<file path="src/cfws_pkg.sv">
`timescale 1ns / 1ps
`default_nettype none

package cfws_pkg;

   // Width of the reported slot number, fixed by the result format
   localparam int SLOT_W = 3;

   // Value returned when no entry is read
   localparam logic signed [31:0] NEG_ONE = 32'shFFFF_FFFF;

   typedef enum logic [1:0] {
      OP_ENQUEUE = 2'd0,
      OP_DEQUEUE = 2'd1,
      OP_SEARCH  = 2'd2,
      OP_NONE    = 2'd3
   } op_type;

   typedef enum logic [1:0] {
      ST_OK       = 2'd0,
      ST_FULL     = 2'd1,
      ST_EMPTY    = 2'd2,
      ST_NOTFOUND = 2'd3
   } status_type;

   typedef enum logic [1:0] {
      S_IDLE,
      S_DEQ,
      S_SCAN
   } state_type;

   typedef struct packed {
      op_type             opcode;
      logic signed [31:0] item_value;
      logic signed [31:0] search_key;
   } req_type;

   typedef struct packed {
      status_type         status;
      logic signed [31:0] read_value;
      logic [SLOT_W-1:0]  found_slot;
   } rsp_type;

endpackage

`default_nettype wire

</file>
<file path="src/cfws_mem.sv">
`timescale 1ns / 1ps
`default_nettype none

module cfws_mem #(
   parameter int DEPTH = 8
) (
   input  wire logic                       clock,
   input  wire logic                       wr_en,
   input  wire logic [$clog2(DEPTH)-1:0]   wr_addr,
   input  wire logic signed [31:0]         wr_data,
   input  wire logic [$clog2(DEPTH)-1:0]   rd_addr,
   output logic signed [31:0]              rd_data
);

   logic signed [31:0] slot_mem_ff [DEPTH];
   logic signed [31:0] rd_data_ff;

   // single write port
   always_ff @(posedge clock) begin
      if (wr_en) begin
         slot_mem_ff[wr_addr] <= wr_data;
      end
   end

   // single read port, registered data
   always_ff @(posedge clock) begin
      rd_data_ff <= slot_mem_ff[rd_addr];
   end

   assign rd_data = rd_data_ff;

endmodule

`default_nettype wire

</file>
<file path="src/cfws_seq.sv">
`timescale 1ns / 1ps
`default_nettype none

module cfws_seq #(
   parameter int DEPTH = 8
) (
   input  wire logic                       clock,
   input  wire logic                       reset,
   input  wire logic                       start,
   output logic                            busy,
   input  wire cfws_pkg::req_type          req_data,
   output logic                            rsp_strobe,
   output cfws_pkg::rsp_type               rsp_data,
   output logic                            wr_en,
   output logic [$clog2(DEPTH)-1:0]        wr_addr,
   output logic signed [31:0]              wr_data,
   output logic [$clog2(DEPTH)-1:0]        rd_addr,
   input  wire logic signed [31:0]         rd_data
);

   import cfws_pkg::*;

   localparam int IW = $clog2(DEPTH);
   localparam int CW = $clog2(DEPTH + 1);

   state_type          state_ff, state_in;
   logic [IW-1:0]      head_ff, head_in;
   logic [IW-1:0]      tail_ff, tail_in;
   logic [CW-1:0]      count_ff, count_in;
   logic [CW-1:0]      left_ff, left_in;
   logic signed [31:0] key_ff, key_in;
   logic [IW-1:0]      data_slot_ff;
   rsp_type            rsp_ff, rsp_in;
   logic               strobe_ff, strobe_in;
   logic               hit;

   function automatic logic [IW-1:0] next_slot(input logic [IW-1:0] idx);
      return (idx == IW'(DEPTH - 1)) ? '0 : idx + IW'(1);
   endfunction

   // the one comparator, reused for each entry of a scan
   assign hit = (rd_data == key_ff);

   // sequencer: next state, pointer updates and result
   always_comb begin
      state_in          = state_ff;
      head_in           = head_ff;
      tail_in           = tail_ff;
      count_in          = count_ff;
      left_in           = left_ff;
      key_in            = key_ff;
      rd_addr           = head_ff;
      wr_en             = 1'b0;
      wr_addr           = tail_ff;
      wr_data           = req_data.item_value;
      rsp_in.status     = ST_OK;
      rsp_in.read_value = NEG_ONE;
      rsp_in.found_slot = '0;
      strobe_in         = 1'b0;

      case (state_ff)
         S_IDLE: begin
            if (start) begin
               key_in = req_data.search_key;
               case (req_data.opcode)
                  OP_ENQUEUE: begin
                     strobe_in = 1'b1;
                     if (count_ff == CW'(DEPTH)) begin
                        rsp_in.status = ST_FULL;
                     end else begin
                        wr_en    = 1'b1;
                        tail_in  = next_slot(tail_ff);
                        count_in = count_ff + CW'(1);
                     end
                  end
                  OP_DEQUEUE: begin
                     if (count_ff == '0) begin
                        strobe_in     = 1'b1;
                        rsp_in.status = ST_EMPTY;
                     end else begin
                        state_in = S_DEQ;
                     end
                  end
                  OP_SEARCH: begin
                     if (count_ff == '0) begin
                        strobe_in     = 1'b1;
                        rsp_in.status = ST_EMPTY;
                     end else begin
                        left_in  = count_ff;
                        state_in = S_SCAN;
                     end
                  end
                  default: begin
                     strobe_in = 1'b1;
                  end
               endcase
            end
         end

         // head entry is now in the read register
         S_DEQ: begin
            strobe_in         = 1'b1;
            rsp_in.read_value = rd_data;
            count_in          = count_ff - CW'(1);
            if (count_ff == CW'(1)) begin
               head_in = '0;
               tail_in = '0;
            end else begin
               head_in = next_slot(head_ff);
            end
            state_in = S_IDLE;
         end

         // one entry compared per cycle, next one fetched meanwhile
         S_SCAN: begin
            rd_addr = next_slot(data_slot_ff);
            if (hit) begin
               strobe_in         = 1'b1;
               rsp_in.found_slot = SLOT_W'(data_slot_ff);
               state_in          = S_IDLE;
            end else if (left_ff == CW'(1)) begin
               strobe_in     = 1'b1;
               rsp_in.status = ST_NOTFOUND;
               state_in      = S_IDLE;
            end else begin
               left_in = left_ff - CW'(1);
            end
         end

         default: begin
            state_in = S_IDLE;
         end
      endcase
   end

   // control state
   always_ff @(posedge clock) begin
      if (reset) begin
         state_ff  <= S_IDLE;
         head_ff   <= '0;
         tail_ff   <= '0;
         count_ff  <= '0;
         strobe_ff <= 1'b0;
      end else begin
         state_ff  <= state_in;
         head_ff   <= head_in;
         tail_ff   <= tail_in;
         count_ff  <= count_in;
         strobe_ff <= strobe_in;
      end
   end

   // payload
   always_ff @(posedge clock) begin
      left_ff      <= left_in;
      key_ff       <= key_in;
      data_slot_ff <= rd_addr;
      rsp_ff       <= rsp_in;
   end

   assign busy       = (state_ff != S_IDLE);
   assign rsp_strobe = strobe_ff;
   assign rsp_data   = rsp_ff;

endmodule

`default_nettype wire

</file>
<file path="src/circular_fifo_with_search_top.sv">
`timescale 1ns / 1ps
`default_nettype none

// Circular FIFO of signed 32-bit values with enqueue, dequeue and key search.
// Command channel: present req_data and raise start; the transfer happens on
// a rising edge with start high and busy low. One result per command comes
// back on rsp_data, valid for exactly one cycle while rsp_strobe is high;
// the receiver must take it then, it cannot hold results off.
// Sequence per command (accept edge to result):
//   enqueue, full/empty cases, opcode three: busy stays low.
//   dequeue: busy high in S_DEQ for the one registered memory read.
//   search: busy high in S_SCAN meanwhile; one stored entry passes the
//   single comparator per cycle, from head towards tail.
// Sustained rate: 1 command per cycle for enqueue; dequeue and search
// hold off further commands while busy.
// Reset (synchronous) empties the queue: head, tail and count go to zero.
// Storage contents are not cleared; only written entries are ever read.
// A dequeue that empties the queue moves head and tail back to slot 0.
module circular_fifo_with_search_top #(
   parameter int DEPTH = 8
) (
   input  wire logic              clock,
   input  wire logic              reset,
   input  wire logic              start,
   output logic                   busy,
   input  wire cfws_pkg::req_type req_data,
   output logic                   rsp_strobe,
   output cfws_pkg::rsp_type      rsp_data
);

   import cfws_pkg::*;

   localparam int IW = $clog2(DEPTH);

   logic               wr_en;
   logic [IW-1:0]      wr_addr;
   logic signed [31:0] wr_data;
   logic [IW-1:0]      rd_addr;
   logic signed [31:0] rd_data;

   cfws_seq #(
      .DEPTH (DEPTH)
   ) u_seq (
      .clock      (clock),
      .reset      (reset),
      .start      (start),
      .busy       (busy),
      .req_data   (req_data),
      .rsp_strobe (rsp_strobe),
      .rsp_data   (rsp_data),
      .wr_en      (wr_en),
      .wr_addr    (wr_addr),
      .wr_data    (wr_data),
      .rd_addr    (rd_addr),
      .rd_data    (rd_data)
   );

   cfws_mem #(
      .DEPTH (DEPTH)
   ) u_mem (
      .clock   (clock),
      .wr_en   (wr_en),
      .wr_addr (wr_addr),
      .wr_data (wr_data),
      .rd_addr (rd_addr),
      .rd_data (rd_data)
   );

   // an accepted command either answers next cycle or keeps the block busy
   a_accept_progress: assert property (@(posedge clock) disable iff (reset)
      (start && !busy) |=> (rsp_strobe || busy))
      else $error("accepted command neither answered nor in progress");

   // finishing a multi-cycle command always produces its result
   a_busy_end_result: assert property (@(posedge clock) disable iff (reset)
      $fell(busy) |-> rsp_strobe)
      else $error("busy dropped without a result");

   // a result is shown only while the block is free again
   a_strobe_idle: assert property (@(posedge clock) disable iff (reset)
      rsp_strobe |-> !busy)
      else $error("result strobe while busy");

   // no write into storage while a dequeue or search is in progress
   a_no_write_busy: assert property (@(posedge clock) disable iff (reset)
      busy |-> !wr_en)
      else $error("storage written during a multi-cycle command");

endmodule

`default_nettype wire
</file>
<file path="config.mk">
export PLATFORM = sky130hd
export DESIGN_NAME = circular_fifo_with_search_top
export DESIGN_NICKNAME = d
export VERILOG_FILES = /design/src/cfws_pkg.sv /design/src/cfws_mem.sv /design/src/cfws_seq.sv /design/src/circular_fifo_with_search_top.sv
export SDC_FILE = /design/constraint.sdc
export NUM_CORES = 1
export LEC_CHECK = 0
export ABC_AREA = 1
export BUFFER_PORTS_ARGS = -buffer_cell sky130_fd_sc_hd__buf_4
export CORE_ASPECT_RATIO = 0.75
export CORE_MARGIN = 2
export CORE_UTILIZATION = 60
export DETAILED_ROUTE_END_ITERATION = 7
export GPL_TIMING_DRIVEN = 0
export PLACE_DENSITY = 0.8
export SKIP_CTS_REPAIR_TIMING = 1
export SLEW_MARGIN = 0
export SYNTH_ARGS = -nofsm -noshare
export SYNTH_HDL_FRONTEND = slang
export SYNTH_SLANG_ARGS = --single-unit
</file>
<file path="constraint.sdc">
create_clock -name clock -period 11.4 [get_ports clock]
set_input_delay 0 -clock clock [delete_from_list [all_inputs] [get_ports clock]]
set_output_delay 0 -clock clock [all_outputs]
set_load 0.02 [all_outputs]
</file>
==> results_dict.tcl <==
set metrics [dict create \
    drive_above_1_share 0.183 \
    die_x_um 182 \
    grt_usage 0.271 \
    status "complete, no violations" \
    n_antenna_cell 0 \
    synth_area_um2 14200 \
    rr_endpoint "u_mem.slot_mem_ff[6][8]$_DFFE_PP_" \
    clockBufferDepth 3 \
    wl_per_cell_um 20.8 \
    numClockSinks 377 \
    skew_ps 13.1 \
    crit_slowest_cell "nor3_2" \
    relSlewSlack 0.446 \
    cts_root_buffer "clkbuf_16" \
    synthArstFlopShare 0 \
    slew_viol_final 0 \
    drc 0 \
    critical_path_arrival_ps 3470 \
    syn_avg_cell_area_um2 12.5 \
    ys_dominant_reg_cell "edfxtp_1" \
    drt-total-wl_um 34900 \
    ff2ff_path_depth 10 \
    ir_worst_vdd_mv 0.133 \
    period_share 0.285 \
    grt_pass1_vias 9216 \
    detail-route-antenna-nets 0 \
    ios 108 \
    setup.worst_path.start "u_seq.count_ff[0]$_SDFFE_PP0P_" \
    required_ps 11620 \
    tightest_slew_ps 827 \
    total_power_mw 3.14 \
    cpMostUsedCell "buf_6" \
    path_delay_family "simple AND/OR/NAND/NOR gates" \
    rsz0062_at_grt "no" \
    num_vias 9811 \
    slowest_delay_ps 700 \
    cts_tree "yes" \
    h-tree-depth 2 \
    grt_start_max_net_pins 33 \
    clk_latency_ps 520 \
    cts.clk_slew.worst_paths_ps 70 \
    synth_edf_count 292 \
    portBuffers 106 \
    leakagePower_nw 6.50 \
    drtIter0Drc 965 \
    critPathMaxFanout 10 \
    critPathCaptureType "flop" \
    grt_pass1_wl_um 50400 \
    vias_per_cell 5.84 \
    r2r_slack_ps 8150 \
    top_layer "met4" \
    fmax_ghz 0.308 \
    drv_cap 0 \
    yosysSeqAreaShare 0.738 \
    start_util 0.614 \
    cp_cell_sequence "inv_1 > ha_1 > nand3_1 > nand4_1 > nor2_1 > nand2_1 > nor3_2 > buf_6 > buf_4 > buf_6" \
    dpl.hpwl_um 21800 \
    synth_cells 1133 \
    reg2reg_from "u_seq.count_ff[0]$_SDFFE_PP0P_" \
    met3_length_um 3840 \
    ys_types 31 \
    synth_nets 1218 \
    p_per_area_nw_per_um2 180 \
    period_needed_ps 3250 \
    m1WireLength_um 14300 \
    crit_buf_inv 4 \
    ys_warn_count 0 \
    cp.depth 10 \
    startpoint_type "flop" \
    hold_viol 0 \
    nets 1442 \
    ys_ff_latch 377 \
    hold_class "primary input to flop" \
    antenna_found_initial 1 \
    wl_met2_um 15900 \
    syn_to_final_growth_pct 23.1 \
    core_area_um2 23100 \
    rows 48 \
    place.gp.congestion 0.830 \
    worst-setup-path-type "flop to flop" \
    die-area_um2 24900 \
    crit_path_end "u_mem.slot_mem_ff[6][8]$_DFFE_PP_" \
    grt-ovfl-total 0 \
    setup_viol 0 \
    numCtsBuffers 34 \
    setup-tns-final_ps 0 \
    die_h_um 137 \
    dr.pass1.iters 6 \
]
## final cells by class
cell class | instances | area (µm²)
Sequential cell | 377 | 10500
Clock inverter | 14 | 146
Multi-Input combinational cell | 652 | 3260
Buffer | 54 | 330
Timing Repair Buffer | 188 | 1720
Tap cell | 300 | 375
Inverter | 50 | 188
Clock buffer | 45 | 965
Fill cell | 1338 | 5660
## metrics by stage
| step | setup WS, ps | std cells | hold slack (ps) | instance area [µm²] | utilization |
|---|---|---|---|---|---|
| finish | 8150 | 1680 | 115 | 17500 | 0.755 |
| global route | 8000 | 1680 | 181 | 17500 | 0.755 |
| CTS | 8210 | 1611 | -347 | 16800 | 0.725 |
| detailed placement | 8240 | 1552 | 180 | 15700 | 0.677 |
| global placement | 5570 | 1539 | 179 | 15400 | 0.664 |
| floorplan | 7610 | 1133 | 98.9 | 14200 | - |
## Yosys cell counts (16+ instances only)
library cell,n,area share
edfxtp_1,292,0.62
nand2_1,187,0.049
nor2_1,156,0.041
dfxtp_1,85,0.12
o21ai_0,78,0.028
o22ai_1,64,0.028
o21ai_1,62,0.022
inv_1,46,0.012
xnor2_1,25,0.015
or2_2,24,0.011
buf_2,22,0.0078
ha_1,16,0.014
## flip-flops by register name (all words and copies together), names as in the netlist
name,count
u_seq.state_ff,2
u_seq.head_ff,3
u_seq.left_ff,4
u_seq.rsp_data,37
u_seq.wr_addr,3
u_seq.rsp_strobe,1
u_seq.count_ff,4
u_mem.slot_mem_ff,256
u_mem.rd_data,32
u_seq.key_ff,32
u_seq.data_slot_ff,3
## cell usage in the layout (no fill, tap or decap), types with 4 or more instances in the layout
master and instances:
a21oi_1 11, buf_16 4, buf_2 22, buf_4 116
buf_6 12, clkbuf_1 15, clkbuf_16 36, clkbuf_2 5
clkinv_1 4, clkinv_2 5, dfxtp_1 85, dlygate4sd3_1 69
edfxtp_1 292, ha_1 16, inv_1 46, inv_2 4
nand2_1 187, nand3_1 11, nor2_1 149, nor2_4 8
o21ai_0 78, o21ai_1 62, o22ai_1 64, or2_2 24
xnor2_1 25
## where the power goes
part | internal [mW] | switching, mW | leakage [nW] | total (mW)
clock network | 0.664 | 0.481 | 0.545 | 1.14
logic | 0.155 | 0.264 | 2.60 | 0.418
registers | 1.54 | 0.0364 | 3.35 | 1.58
total | 2.36 | 0.780 | 6.50 | 3.14
## logic make-up (layout without fill, tap and decap cells)
| group | after synthesis | after routing | share of synthesized area |
|---|---|---|---|
| DFF | 377 | 377 | 0.738 |
| and+or+nand+nor | 387 | 387 | 0.109 |
| adders and majority gates | 16 | 16 | 0.0141 |
| buffers and inverters | 104 | 351 | 0.0365 |
| xor gates and xnor gates | 26 | 26 | 0.0161 |
| AOI/OAI and AO/OA | 223 | 223 | 0.0861 |
## worst min-delay path by stage
| stage | depth (start not counted) | from | endpoint | slack, ps |
|---|---|---|---|---|
| 2_1_floorplan | 0 | req_data[32] | u_mem.slot_mem_ff[0][0]$_DFFE_PP_ | 100 |
| 3_3_place_gp | 1 | req_data[10] | u_seq.key_ff[10]$_DFFE_PP_ | 180 |
| 3_5_place_dp | 1 | req_data[9] | u_seq.key_ff[9]$_DFFE_PP_ | 180 |
| 4_1_cts | 1 | req_data[24] | u_seq.key_ff[24]$_DFFE_PP_ | -350 |
| 5_1_grt | 7 | req_data[64] | u_seq.state_ff[0]$_SDFFE_PP0P_ | 180 |
| 6_report | 7 | req_data[64] | u_seq.state_ff[1]$_SDFFE_PP0P_ | 120 |
## per-layer routing
layer / up-vias / track usage
met5: - / 0
met1: 4635 / 0.381
met2: 683 / 0.418
li1: 4414 / -
met3: 79 / 0.0665
met4: 0 / 0.0962
## worst min-delay path, cell delays in order
cell,delay [ps]
buf_4,100
ha_1,140
o211ai_1,80
nand3_1,90
o21ai_0,80
nand2_1,60
inv_1,30
(Power assumes the default switching activity.)
